<file path="config.mk">
export PLATFORM = sky130hd
export DESIGN_NAME = pwmm_ram
export DESIGN_NICKNAME = d
export VERILOG_FILES = /design/src/rtl/pwmm_ram.sv
export SDC_FILE = /design/constraint.sdc
export NUM_CORES = 1
export LEC_CHECK = 0
export BUFFER_PORTS_ARGS = -buffer_cell sky130_fd_sc_hd__buf_2
export CAP_MARGIN = 20
export CORE_MARGIN = 3
export CORE_UTILIZATION = 65
export CTS_CLUSTER_DIAMETER = 200
export CTS_CLUSTER_SIZE = 14
export DETAILED_ROUTE_END_ITERATION = 7
export HOLD_SLACK_MARGIN = 0.12
export PLACE_DENSITY = 0.81
export SLEW_MARGIN = 25
export SYNTH_ARGS = -nofsm -noshare
export SYNTH_HDL_FRONTEND = slang
export SYNTH_SLANG_ARGS = --single-unit
</file>
<file path="constraint.sdc">
create_clock -name clk -period 4.6 [get_ports clk]
set_clock_uncertainty 0.05 [all_clocks]
set_input_delay 0.46 -clock clk [delete_from_list [all_inputs] [get_ports clk]]
set_output_delay 0.46 -clock clk [all_outputs]
set_load 0.05 [all_outputs]
</file>
<file path="src/rtl/pwmm_ram.sv">
// ----------------------------------------------------------------------------
// pwmm_ram
// Generic single write port, single read port RAM with registered read data.
// ----------------------------------------------------------------------------
module pwmm_ram #(
  parameter int WIDTH = 8,
  parameter int DEPTH = 16
) (
  input  logic                     clk,
  input  logic                     we,
  input  logic [$clog2(DEPTH)-1:0] waddr,
  input  logic [WIDTH-1:0]         wdata,
  input  logic                     re,
  input  logic [$clog2(DEPTH)-1:0] raddr,
  output logic [WIDTH-1:0]         rdata
);

  logic [WIDTH-1:0] mem [DEPTH];
  logic [WIDTH-1:0] rdata_r;

  always_ff @(posedge clk) begin
    if (we) begin
      mem[waddr] <= wdata;
    end
    if (re) begin
      rdata_r <= mem[raddr];
    end
  end

  assign rdata = rdata_r;

endmodule

</file>
==> results.md <==
* Vias in the first global route at 2629
* Hold Path End: mem[14][7]
* Slew margin rel. at 30.45%
* Total power at 2.905 mW
* IO buf count at 26
* Top-area cell type share of the netlist area at 78.12%
* Die area at 9155 µm²
* Clock sink count at 136
* Via density at 6.539
* GRT Overall Usage at 25.88%
* Dpl hpwl at 5441 µm
* Clk buf depth at 2
* Initial core utilization at 67.30%
* Least-Margin Pin Slew at 1.039 ns
* Max Freq at 0.5686 GHz
* Crit path DAT at 1.97 ns
* WP data required at 4.81 ns
* Hold/Removal Path Class: in -> reg
* Period utilization at 38.23%
* Grt ovf at 0
* Ant. Diodes at 0
* Asr flop ratio synth at 0%
* Total CTS buffers at 17
* Cts hold-fix bufs at 0
* Reg-to-Reg Start: mem[1][2]
* Filler cells at 396
* DRC Markers at 0
* Max_cap viols at 0
* Syn_area_per_cell at 22.83 µm²
* # nets final at 287
* CP Capture Type: flop
* Final min period at 1.759 ns
* Clock latency on the worst-skew pair at 0.52 ns
* Layout Area Growth over Synthesis at 15.29%
* Fin. max-slew vios at 0
* Syn Inst Count at 229
* Startpoint Class: input port
* Initial antenna violation count at 0
* Post-CTS Setup Bufs at 0
* IO Pins at 27
* R2R Setup Slk at 3.02 ns
* Net count after synthesis at 248
* Die height at 95.68 µm
* Post-cts gate resize count at 0
* Final wirelength at 10440 µm
* CP Max Fanout at 32
* Root buffer cell: clkbuf_8
* WHS Path Cells at 1
* YS warnings at 0
* Dpl cells at 351
* Num rows at 32
* Fin. Hold Viols at 0
* Sequential cell area fraction in the yosys report at 78.12%
* Count leader, synth: edfxtp_1
* First drt pass iteration count at 5
* Synth Register Bits at 136
* CORE AREA at 7767 µm²
* Worst R2R Path Depth at 3
* Post-synthesis cell area at 5228 µm²
* Leak at 2.024 nW
* Hold Startpoint: wdata[7]
* Top cells by count, synth: 136 x edfxtp_1, 18 x mux4_2, 16 x a22oi_1, 14 x mux4_1, 13 x nor2_1
* CTS tree: built
* Synth area leader: edfxtp_1
* Post-synth cell types at 18
* Global-route wire length before repair at 15600 µm
* Number of synthesized flops with an enable pin at 136
* Routed wire per std cell at 27.33 µm
* Clock transition at the registers of the reported paths at 0.06 ns
* Setup TNS at 0 ns
* Reg2Reg Capture Point: rdata[2]
* GP Congestion at 0.7049
* Iteration-0 DRC Markers at 281
* RSZ-0062 raised after global routing: no
* Final core utilization at 77.59%
* Area of the multi-input gates at 1057 µm²
* Peak VDD IR at 347.2 µV
* Power per standard cell area at 482.0 nW/µm²
* Final ANT Viol Nets at 0
* Final Cell Area at 6027 µm²
* Fraction of layout cells with a size suffix above 1 at 27.86%
* Crit Path Class: in -> reg
* # H-tree levels at 4
* Ranking of synthesized cells by area: edfxtp_1 78%, mux4_2 7.8%, mux4_1 7.0%, a22oi_1 2.3%, nor2_1 0.93%
* Reg area at 4084 µm²
* Status: complete, no violations
* Final std cells w/o fill at 382
* Setup Viol. Count Final at 0
* Largest net degree at the start of global routing at 33
* Primary FF master, synth: edfxtp_1
* Via count at 2498
* Die width at 95.68 µm
* Dpl cell area at 5429 µm²
-- routing by layer --
layer,up-vias,share of wire (%),GRT usage (%)
li1,1062,-,-
met1,1289,39,35.57
met2,135,50,38.85
met3,12,9.3,8.682
met4,0,1.4,10.43
met5,-,0,0
-- final cells by class --
class	count	share of cell area, %
Multi-Input combinational cell	83	17.54
Tap cell	102	2.117
Timing Repair Buffer	30	2.699
Sequential cell	136	67.76
Clock buffer	17	6.871
Clock inverter	14	3.010
-- cells by family after synthesis --
group	share of synthesized area, %
AOI/OAI and AO/OA	2.298
buffers and inverters	1.651
DFF	78.12
muxes	14.79
and+or+nand+nor	3.136
-- critical path, stage by stage --
cell     delay (ns)
buf_4          0.46
mux4_1         0.66
a22oi_1        0.30
nand2_1        0.08
-- power by group --
group | internal, mW | switching (mW) | leakage (nW)
Combinational | 0.0490 | 0.0899 | 0.495
Clock | 0.871 | 0.487 | 0.293
Sequential | 1.40 | 0.0101 | 1.24
Total | 2.32 | 0.587 | 2.02
-- sequential cells by signal (all words and copies together) (netlist names) --
register,count
rdata,8
mem,128
-- worst max-delay path by stage --
stage                     startpoint         to  slack, ns  cells past startpoint
after CTS                   raddr[0]   rdata[4]       2.52                      4
after global routing        raddr[0]   rdata[2]       2.77                      4
after detailed placement    raddr[0]   rdata[4]       2.02                      4
after floorplan             waddr[2]  mem[0][0]       2.60                      2
final                       raddr[0]   rdata[2]       2.84                      4
after global placement      raddr[0]   rdata[4]       2.01                      4
-- layout by cell type, fill, tap and decap left out --
cell type	count
edfxtp_1	136
buf_2	25
mux4_2	18
a22oi_1	16
clkbuf_16	16
mux4_1	14
nor2_1	13
nand2_1	9
buf_4	5
nor3_1	4
clkinv_2	4
bufinv_16	4
nand3b_1	2
nand2b_1	2
clkinv_1	2
clkinv_4	2
nor2b_1	1
and2_1	1
and2b_1	1
nand3_1	1
or3b_2	1
clkbuf_8	1
inv_6	1
clkinvlp_4	1
-- per-stage QoR --
step	hold WS, ns	setup WS [ns]
floorplan	0.5089	2.597
global placement	0.6809	2.006
detailed placement	0.6961	2.024
CTS	0.2553	2.516
global route	0.2602	2.772
finish	0.2777	2.841
Power figures use the tool's default switching activity.
