[src/rtl/pwmm_pkg.sv]
// ----------------------------------------------------------------------------
// pwmm_pkg
// Types, widths and codes shared by the PWM mapper modules.
// ----------------------------------------------------------------------------
package pwmm_pkg;

  localparam int CMD_W           = 20;  // signed Q11.8 command
  localparam int WID_W           = 24;  // unsigned pulse width
  localparam int ROW_IDX_W       = 8;
  localparam int ENTRY_CNT_W     = 9;
  localparam int CFG_IDX_W       = 1;
  localparam int CFG_DATA_W      = 24;
  localparam int TABLE_DEPTH_DEF = 256;
  localparam int ROW_W           = CMD_W + WID_W;
  localparam int PROD_W          = CMD_W + WID_W;  // |dy| * (c - x0)
  localparam int CNT_W           = 6;

  localparam logic [CNT_W-1:0] MUL_LAST = CNT_W'(CMD_W - 1);
  localparam logic [CNT_W-1:0] DIV_LAST = CNT_W'(PROD_W - 1);

  localparam logic KIND_LOAD = 1'b0;
  localparam logic KIND_CONV = 1'b1;

  localparam logic [CFG_IDX_W-1:0] CFG_NO_ACT_WIDTH = 1'd0;
  localparam logic [CFG_IDX_W-1:0] CFG_ENTRY_COUNT  = 1'd1;

  typedef logic signed [CMD_W-1:0] pwmm_cmd_t;
  typedef logic        [WID_W-1:0] pwmm_wid_t;

  typedef enum logic [2:0] {
    ST_IDLE,
    ST_FIRST,
    ST_LAST,
    ST_SEARCH,
    ST_MATH,
    ST_DONE
  } pwmm_state_t;

  typedef enum logic [1:0] {
    PH_IDLE,
    PH_MUL,
    PH_DIV,
    PH_FIN
  } pwmm_phase_t;

  typedef struct packed {
    logic      start;
    pwmm_cmd_t c;
    pwmm_cmd_t x0;
    pwmm_cmd_t x1;
    pwmm_wid_t y0;
    pwmm_wid_t y1;
  } pwmm_interp_req_t;

  typedef struct packed {
    logic      done;
    pwmm_wid_t width;
  } pwmm_interp_rsp_t;

endpackage

[src/rtl/pwmm_interp.sv]
// ----------------------------------------------------------------------------
// pwmm_interp
// Bit-serial linear interpolation: shift-add multiply, restoring divide and
// round-half-up correction between two breakpoint rows.
// ----------------------------------------------------------------------------
module pwmm_interp (
  input  logic                       clk,
  input  logic                       rst_n,
  input  pwmm_pkg::pwmm_interp_req_t req,
  output pwmm_pkg::pwmm_interp_rsp_t rsp
);
  import pwmm_pkg::*;

  pwmm_phase_t        phase_r, phase_nxt;
  logic [CNT_W-1:0]   cnt_r, cnt_nxt;
  logic [PROD_W:0]    p_r, p_nxt;
  logic [CMD_W-1:0]   rem_r, rem_nxt;
  logic [CMD_W-1:0]   den_r, den_nxt;
  logic [WID_W-1:0]   mag_r, mag_nxt;
  logic               neg_r, neg_nxt;
  pwmm_wid_t          y0_r, y0_nxt;

  logic [CMD_W:0]     t_diff, den_diff;
  logic [WID_W:0]     dy;
  logic [WID_W:0]     mul_sum;
  logic [CMD_W:0]     trial;
  logic               ge;
  logic [CMD_W:0]     rem2;
  logic               adj;
  logic [WID_W+1:0]   fin;

  // Both differences are positive by construction of the search.
  assign t_diff   = {req.c[CMD_W-1], req.c} - {req.x0[CMD_W-1], req.x0};
  assign den_diff = {req.x1[CMD_W-1], req.x1} - {req.x0[CMD_W-1], req.x0};
  assign dy       = {1'b0, req.y1} - {1'b0, req.y0};

  assign mul_sum = p_r[PROD_W:CMD_W] + (p_r[0] ? {1'b0, mag_r} : '0);
  assign trial   = {rem_r, p_r[PROD_W-1]};
  assign ge      = trial >= {1'b0, den_r};

  // Magnitude quotient and remainder give the rounded value; on a negative slope
  // an exact half rounds toward the larger width, as on a positive one.
  assign rem2 = {rem_r, 1'b0};
  assign adj  = neg_r ? ((rem_r != '0) && (rem2 > {1'b0, den_r})) : (rem2 >= {1'b0, den_r});
  assign fin  = neg_r ? ({2'b00, y0_r} - {2'b00, p_r[WID_W-1:0]} - (WID_W+2)'(adj))
                      : ({2'b00, y0_r} + {2'b00, p_r[WID_W-1:0]} + (WID_W+2)'(adj));

  always_comb begin
    phase_nxt = phase_r;
    case (phase_r)
      PH_IDLE: begin
        if (req.start) begin
          phase_nxt = PH_MUL;
        end
      end
      PH_MUL: begin
        if (cnt_r == MUL_LAST) begin
          phase_nxt = PH_DIV;
        end
      end
      PH_DIV: begin
        if (cnt_r == DIV_LAST) begin
          phase_nxt = PH_FIN;
        end
      end
      PH_FIN:  phase_nxt = PH_IDLE;
      default: phase_nxt = PH_IDLE;
    endcase
  end

  always_comb begin
    cnt_nxt = cnt_r;
    p_nxt   = p_r;
    rem_nxt = rem_r;
    den_nxt = den_r;
    mag_nxt = mag_r;
    neg_nxt = neg_r;
    y0_nxt  = y0_r;
    case (phase_r)
      PH_IDLE: begin
        if (req.start) begin
          cnt_nxt = '0;
          p_nxt   = {{(WID_W+1){1'b0}}, t_diff[CMD_W-1:0]};
          den_nxt = den_diff[CMD_W-1:0];
          neg_nxt = dy[WID_W];
          mag_nxt = dy[WID_W] ? WID_W'(-dy) : dy[WID_W-1:0];
          y0_nxt  = req.y0;
        end
      end
      PH_MUL: begin
        p_nxt   = {1'b0, mul_sum, p_r[CMD_W-1:1]};
        cnt_nxt = (cnt_r == MUL_LAST) ? '0 : cnt_r + 1'b1;
        rem_nxt = '0;
      end
      PH_DIV: begin
        rem_nxt = ge ? CMD_W'(trial - {1'b0, den_r}) : trial[CMD_W-1:0];
        p_nxt   = {1'b0, p_r[PROD_W-2:0], ge};
        cnt_nxt = cnt_r + 1'b1;
      end
      PH_FIN: begin
        cnt_nxt = '0;
      end
      default: begin
        cnt_nxt = '0;
      end
    endcase
  end

  always_comb begin
    rsp.done  = (phase_r == PH_FIN);
    rsp.width = fin[WID_W-1:0];
  end

  always_ff @(posedge clk) begin
    if (!rst_n) begin
      phase_r <= PH_IDLE;
      cnt_r   <= '0;
    end else begin
      phase_r <= phase_nxt;
      cnt_r   <= cnt_nxt;
    end
  end

  always_ff @(posedge clk) begin
    p_r   <= p_nxt;
    rem_r <= rem_nxt;
    den_r <= den_nxt;
    mag_r <= mag_nxt;
    neg_r <= neg_nxt;
    y0_r  <= y0_nxt;
  end

endmodule

[config.mk]
export PLATFORM = sky130hd
export DESIGN_NAME = pwmm_interp
export DESIGN_NICKNAME = d
export VERILOG_FILES = /design/src/rtl/pwmm_pkg.sv /design/src/rtl/pwmm_interp.sv
export SDC_FILE = /design/constraint.sdc
export NUM_CORES = 1
export LEC_CHECK = 0
export BUFFER_PORTS_ARGS = -buffer_cell sky130_fd_sc_hd__buf_2
export CAP_MARGIN = 20
export CORE_MARGIN = 2
export CORE_UTILIZATION = 45
export CTS_CLUSTER_DIAMETER = 120
export CTS_CLUSTER_SIZE = 16
export DETAILED_ROUTE_END_ITERATION = 10
export SLEW_MARGIN = 10
export SYNTH_ARGS = -nofsm -noshare
export SYNTH_HDL_FRONTEND = slang
export SYNTH_SLANG_ARGS = --single-unit
export TNS_END_PERCENT = 5
[constraint.sdc]
create_clock -name clk -period 5.9 [get_ports clk]
set_input_delay 0.59 -clock clk [delete_from_list [all_inputs] [get_ports clk]]
set_output_delay 0.59 -clock clk [all_outputs]
set_load 0.02 [all_outputs]
==> flow_summary.json, run 1 <==
{
  "status": "complete, no violations",
  "fp.coreArea_mm2": 0.03067,
  "worst_path_max_delay_cell": "sky130_fd_sc_hd__edfxtp_1",
  "timing.final.hold_violations": 0,
  "max-cap-violations": 0,
  "post_synth_num_cell_types": 78,
  "die_y_um": 180.5,
  "whs_path_depth": 1,
  "via_per_inst": 5.549,
  "fillerInstances": 2930,
  "min_period_ns": 5.878,
  "ff2ff_setup_slack_ns": 1.85,
  "core.rowCount": 64,
  "worstPathCellList": "ha_2 -> nand4_1 -> or2_2 -> nor2_1 -> a21boi_0 -> nor3_2 -> nor2_4 -> fa_2 -> inv_1 -> fa_1 -> o21bai_1 -> a21oi_2 -> o21ai_2 -> a2111oi_4 -> o41ai_1 -> a21o_1 -> a2111oi_2 -> buf_4 -> o41ai_2 -> xnor2_1 -> mux2i_1 -> buf_4",
  "number_of_remaining_drc_errors": 0,
  "yosysWarningCount": 0,
  "critical_path.n_buffers_inverters": 3,
  "unrepaired_setup_endpoints_after_global_routing": "yes",
  "synth.yosys.seq_area_share": 0.2963,
  "floorplan.die_area_mm2": 0.03258,
  "async_set_or_reset_register_ratio_after_synthesis": 0,
  "total_global_routing_overflow": 0,
  "global_route.usage.met2": 0.3400,
  "latest_clock_arrival_within_the_worst_skew_pair_ns": 0.43,
  "clock.fmax_ghz": 0.1701,
  "reg2reg_depth": 13,
  "p_per_area_mw_per_mm2": 604.5,
  "reg2reg_from": "p_r[0]",
  "detailed_place_hpwl_um": 28730,
  "use_met1": 0.3381,
  "number_of_non_filler_instances_in_the_completed_layout": 2152,
  "synth_top_cells_by_area": "sky130_fd_sc_hd__edfxtp_1 (28%), sky130_fd_sc_hd__ha_1 (16%), sky130_fd_sc_hd__a21oi_1 (5.4%), sky130_fd_sc_hd__xnor2_1 (5.4%), sky130_fd_sc_hd__inv_1 (4.7%)",
  "hold_path.class": "in2reg",
  "cp_common_cell": "sky130_fd_sc_hd__buf_4",
  "maxSlewViolCount": 0,
  "drt_first_iter_violations": 727,
  "route.antenna.remaining_nets": 0,
  "grt_pass1_vias": 11290,
  "wl_per_cell_um": 16.98,
  "first_pass_iters": 5,
  "synth-edff-count": 133,
  "design.portCount": 136,
  "cts_buf_count": 17,
  "skew_final_ns": 0.01598,
  "setup_total_negative_slack_ns": 0,
  "sequential_cell_area_mm2": 0.004154,
  "post_synth.cell_area_avg_um2": 8.746,
  "synthDominantCellAreaShare": 0.2849,
  "critical_path.startpoint_type": "flip-flop",
  "critical_path.max_stage_delay_ns": 0.43,
  "synthCells": 1603,
  "pin_count_of_the_biggest_net_entering_global_routing": 70,
  "antenna_found_initial": 1,
  "tritoncts_clock_tree": "yes",
  "worstHoldStart": "req[44]",
  "area_delta_synth_final_pct": 13.32,
  "slew-limit-headroom": 0.2749,
  "die_w_um": 180.5,
  "vias": 11940,
  "ir_drop_v": 0.0002510,
  "synthFlopType": "sky130_fd_sc_hd__edfxtp_1",
  "nNetsFinal": 2041,
  "initial_utilization": 0.4571,
  "tightest_slew_ns": 1.084,
  "crit_arrival_ns": 5.29,
  "synthesis.nets": 1901,
  "regToRegEndpoint": "p_r[43]",
  "top_usage_layer": "met2",
  "setup.worst_path.end_class": "output pin",
  "synth_seq_cells": 141,
  "synth.cell_area_mm2": 0.01402,
  "finalWirelength_um": 36530,
  "finalSetupViolCount": 0,
  "placed_instances": 2117,
  "io_buffers": 135,
  "ctsRootBufferMaster": "sky130_fd_sc_hd__clkbuf_16",
  "post-synth-top-count-cell": "sky130_fd_sc_hd__ha_1",
  "crit_required_ns": 5.31,
  "min_delay_worst_endpoint": "y0_r[20]",
  "diodes": 0,
  "ctsHtreeMaxLevel": 4,
  "globalplace.congestion": 0.8839,
  "grtUsageTotal": 0.2239,
  "final_min_period_over_clock_period": 0.9963,
  "leakage_power_of_the_design_nw": 7.098,
  "cts_hold_buffers": 0,
  "grt_first_pass_wirelength_um": 59310,
  "timing_worst_setup_path_type": "reg2out",
  "critical_path_fanout_max": 7,
  "cts_num_sinks": 141,
  "synth.cells.most_frequent": "sky130_fd_sc_hd__ha_1 (178), sky130_fd_sc_hd__inv_1 (177), sky130_fd_sc_hd__a21oi_1 (152)",
  "clock_tree.buffer_depth": 2,
  "cts.reportedPaths.clkPinSlew_ns": 0.06,
  "final_layout_size_suffix_gt1_frac": 0.1384,
  "post-synth-top-area-cell": "sky130_fd_sc_hd__edfxtp_1",
  "multiInputGateArea_mm2": 0.009146,
  "timing.critical_path.max_delay_family": "compound AO/OA/AOI/OAI gates",
  "met3_usage": 0.02546
}
## logic make-up after synthesis
kind of cell             count (synthesis)  share of synthesized area
flip-flops                             141                     0.2963
AND/OR/NAND/NOR                        423                     0.1533
multiplexers                            15                    0.01080
adder cells (fa/ha/maj)                187                     0.1717
buffers and inverters                  220                    0.05953
AO/OA/AOI/OAI                          471                     0.2171
XOR/XNOR                               146                    0.09121
## power breakdown
part | total, mW | internal (mW) | switching, mW
clock network | 1.01 | 0.577 | 0.429
logic | 6.56 | 2.70 | 3.86
registers | 2.04 | 1.68 | 0.354
total | 9.60 | 4.96 | 4.65
## layout by cell type, fill, tap and decap left out, types with 60 or more instances in the layout
master                     count
sky130_fd_sc_hd__a21oi_1     149
sky130_fd_sc_hd__buf_2       132
sky130_fd_sc_hd__edfxtp_1    133
sky130_fd_sc_hd__inv_1       177
sky130_fd_sc_hd__o21ai_0      73
sky130_fd_sc_hd__nand2_1      94
sky130_fd_sc_hd__nor2_1      119
sky130_fd_sc_hd__xnor2_1      86
sky130_fd_sc_hd__xor2_1       60
sky130_fd_sc_hd__ha_1        176
## worst reg2reg max path: stages, from the launching register on
cell                       delay [ns]
sky130_fd_sc_hd__edfxtp_1        0.75
sky130_fd_sc_hd__and2_1          0.34
sky130_fd_sc_hd__ha_1            0.22
sky130_fd_sc_hd__fa_1            0.40
sky130_fd_sc_hd__a21o_1          0.19
sky130_fd_sc_hd__a21o_1          0.21
sky130_fd_sc_hd__a211oi_1        0.40
sky130_fd_sc_hd__o211a_1         0.26
sky130_fd_sc_hd__o31ai_1         0.12
sky130_fd_sc_hd__a21oi_1         0.26
sky130_fd_sc_hd__o21ai_0         0.19
sky130_fd_sc_hd__a21bo_2         0.23
sky130_fd_sc_hd__a21oi_1         0.13
sky130_fd_sc_hd__o21ai_0         0.08
## worst max path at each step
stage          slack [ns]      end  startpoint  cells past startpoint
2_1_floorplan        0.23  rsp[20]    rem_r[5]                     23
3_3_place_gp         0.01  rsp[18]    rem_r[5]                     25
3_5_place_dp        -0.06  rsp[18]    rem_r[5]                     24
4_1_cts             0.009  rsp[22]    rem_r[5]                     24
5_1_grt             -0.33  rsp[20]    rem_r[5]                     26
6_report             0.02  rsp[22]   rem_r[13]                     22
## per-layer routing
layer	share of wire	up-vias
met1	0.51	5557
met5	0	-
met4	0.017	0
met3	0.049	29
li1	-	6046
met2	0.43	309
## final cells by class
cell class	count	share of cell area
inverter	180	0.04253
timing repair buffer	161	0.05528
tap	396	0.03119
sequential	141	0.2615
clock buffer	20	0.02748
multi-input combinational	1242	0.5757
clock inverter	12	0.006379
## metrics by stage
step	hold slack [ns]	area [µm²]	util	setup WS (ns)	power (mW)
6_report	0.3649	15890	0.5180	0.02169	9.604
4_1_cts	0.3488	15860	0.5171	0.009298	9.563
5_1_grt	0.3549	15890	0.5180	-0.3296	10.46
3_5_place_dp	0.5039	15210	0.4958	-0.06467	8.358
2_1_floorplan	0.4710	14020	-	0.2306	6.698
3_3_place_gp	0.4886	15210	0.4958	0.01491	8.326
## state kept, by name (all words and copies together), names as in the netlist
register and count:
p_r 44, mag_r 24, y0_r 24, den_r 20, rem_r 20, cnt_r 6
phase_r 2, neg_r 1
## timing repair
action | 4_1_cts | 5_1_grt
setup buffers | 3 | 0
endpoints found under the setup margin | 11 | 10
hold endpoints to repair | 0 | 0
resized for setup | 28 | 6
pin swaps | 19 | 2
Note: power is estimated with default switching activity, not from simulation.
==> inputs of run 2 (changes only) <==
==> constraint.sdc (replaced) <==
create_clock -name clk -period 7.05 [get_ports clk]
set_input_delay 0.705 -clock clk [delete_from_list [all_inputs] [get_ports clk]]
set_output_delay 0.705 -clock clk [all_outputs]
set_load 0.02 [all_outputs]
==> run 2 against run 1 <==
Against the previous run:
- via count shrank 1.7%
- global-route usage decreased by 0.52 points
- combinational power shrank 20%
- register-to-register slack improved by 1.1 ns
- final area fell by 1.0%
- clock-buffer cell count increased by 3
- clock power decreased by 11%
- setup slack improved by 0.48 ns
- power is 18% lower
- sequential power decreased by 17%
- first-iteration DRC count rose by 6.2%
- largest power group unchanged
- highest routed layer is now met5
==> flow_summary.json, run 2 (same netlist as run 1, synthesis figures left out) <==
{
  "tightest_slew_ns": 0.9977,
  "total_global_routing_overflow": 0,
  "postCtsSetupBuffers": 0,
  "fp.coreArea_mm2": 0.03067,
  "vias": 11740,
  "final_min_period_over_clock_period": 0.9290,
  "diodes": 0,
  "placed_instances": 2102,
  "globalplace.congestion": 0.8792,
  "floorplan.die_area_mm2": 0.03258,
  "core.rowCount": 64,
  "timing_worst_setup_path_type": "reg2out",
  "leakage_power_of_the_design_nw": 7.031,
  "antenna_found_initial": 1,
  "crit_arrival_ns": 5.84,
  "initial_utilization": 0.4571,
  "reg2reg_depth": 13,
  "biggestRegsByFlops": "p_r (44), mag_r (24), y0_r (24)",
  "layout_commonest_cell": "sky130_fd_sc_hd__ha_1",
  "setup.worst_path.end_class": "output pin",
  "crit_required_ns": 6.34,
  "timing.final.hold_violations": 0,
  "first_pass_iters": 5,
  "totalPowerFinal_mw": 7.882,
  "ir_drop_v": 0.0002928,
  "cts_num_sinks": 141,
  "io_buffers": 135,
  "most-common-layout-cells": "sky130_fd_sc_hd__ha_1 (178), sky130_fd_sc_hd__inv_1 (177), sky130_fd_sc_hd__a21oi_1 (150)",
  "drt_first_iter_violations": 772,
  "grt_first_pass_wirelength_um": 58040,
  "ctsRootBufferMaster": "sky130_fd_sc_hd__clkbuf_16",
  "worst_hold_slack_ns": 0.4796,
  "slew-limit-headroom": 0.3324,
  "min_period_ns": 6.550,
  "p_per_area_mw_per_mm2": 501.3,
  "skew_final_ns": 0.01658,
  "nNetsFinal": 2023,
  "fillerInstances": 2917,
  "area_delta_synth_final_pct": 12.16,
  "detailed_place_hpwl_um": 28570,
  "die_w_um": 180.5,
  "post_cts_resized": 0,
  "grt_pass1_vias": 11070,
  "wl_per_cell_um": 16.84,
  "number_of_remaining_drc_errors": 0,
  "tritoncts_clock_tree": "yes",
  "ctsHtreeMaxLevel": 4,
  "final_layout_size_suffix_gt1_frac": 0.1220,
  "cts_buf_count": 17,
  "critical_path.startpoint_type": "flip-flop",
  "die_y_um": 180.5,
  "design.portCount": 136,
  "hold_path.class": "in2reg",
  "status": "complete, no violations",
  "clock.fmax_ghz": 0.1527,
  "whs_path_depth": 1,
  "number_of_non_filler_instances_in_the_completed_layout": 2134,
  "maxSlewViolCount": 0,
  "clock_tree.buffer_depth": 2,
  "largest_reg_flops": 44,
  "pin_count_of_the_biggest_net_entering_global_routing": 70,
  "critical_path_fanout_max": 5,
  "latest_clock_arrival_within_the_worst_skew_pair_ns": 0.43,
  "finalSetupViolCount": 0,
  "route.antenna.remaining_nets": 0,
  "unrepaired_setup_endpoints_after_global_routing": "no",
  "cts.reportedPaths.clkPinSlew_ns": 0.07,
  "finalWirelength_um": 35930,
  "cts_hold_buffers": 0,
  "max-cap-violations": 0,
  "setup_total_negative_slack_ns": 0,
  "via_per_inst": 5.503,
  "grtUsageTotal": 0.2186,
  "registers.top_by_ff_count": "p_r"
}
==> run 2: final timing paths <==
check | slack, ns | startpoint | endpoint
max | 0.50 | rem_r[5] | rsp[20]
min | 0.48 | req[47] | y0_r[23]
max reg2reg | 2.97 | p_r[0] | p_r[39]
min reg2reg | 0.51 | cnt_r[5] | cnt_r[5]
==> run 2: critical path, stage by stage, from the launching register on <==
cell and delay, ns:
sky130_fd_sc_hd__edfxtp_1 0.41, sky130_fd_sc_hd__ha_1 0.38, sky130_fd_sc_hd__a21o_1 0.20, sky130_fd_sc_hd__a21o_1 0.18, sky130_fd_sc_hd__a21oi_2 0.18, sky130_fd_sc_hd__o21bai_1 0.09
sky130_fd_sc_hd__a21o_1 0.21, sky130_fd_sc_hd__a21oi_2 0.18, sky130_fd_sc_hd__o21ai_0 0.12, sky130_fd_sc_hd__nor3_1 0.25, sky130_fd_sc_hd__nor2_2 0.12, sky130_fd_sc_hd__fa_1 0.40
sky130_fd_sc_hd__inv_1 0.08, sky130_fd_sc_hd__fa_1 0.18, sky130_fd_sc_hd__o21bai_1 0.07, sky130_fd_sc_hd__a21oi_1 0.31, sky130_fd_sc_hd__o21ai_0 0.24, sky130_fd_sc_hd__a2111oi_2 0.41
sky130_fd_sc_hd__o41ai_1 0.13, sky130_fd_sc_hd__a21o_1 0.24, sky130_fd_sc_hd__a2111oi_2 0.43, sky130_fd_sc_hd__nor2_1 0.12, sky130_fd_sc_hd__xnor2_1 0.14, sky130_fd_sc_hd__o21ai_0 0.17
sky130_fd_sc_hd__buf_2 0.19
==> run 2: routing by layer <==
layer,share of wire,GRT usage,vias up
met4,0.0087,0.03935,2
met1,0.51,0.3264,5410
met5,0.00019,0,-
li1,-,-,6011
met2,0.43,0.3389,298
met3,0.048,0.03092,22
==> run 2: report_power, final <==
part           leakage, nW  internal (mW)  switching [mW]  total (mW)
logic                 5.37           2.10            3.17        5.28
registers             1.36           1.41           0.293        1.70
clock network        0.300          0.539           0.364       0.903
==> run 2: area by class of cell <==
| class | count | area (µm²) | share of cell area |
|---|---|---|---|
| flip-flops and latches | 141 | 4154 | 0.2642 |
| clock inverters | 9 | 66.31 | 0.004217 |
| inverters | 180 | 675.6 | 0.04297 |
| multi-input cells | 1242 | 9064 | 0.5764 |
| clock buffers | 23 | 533.0 | 0.03390 |
| well taps | 396 | 495.5 | 0.03151 |
| repair buffers | 143 | 735.7 | 0.04679 |
==> run 2: per-stage QoR <==
step           cell area, µm²    util  setup slack (ns)
6_report                15720  0.5127            0.5003
3_3_place_gp            15090  0.4921            0.7465
2_1_floorplan           14020       -             1.266
3_5_place_dp            15090  0.4921            0.6376
5_1_grt                 15720  0.5127           0.01361
4_1_cts                 15690  0.5117            0.1629
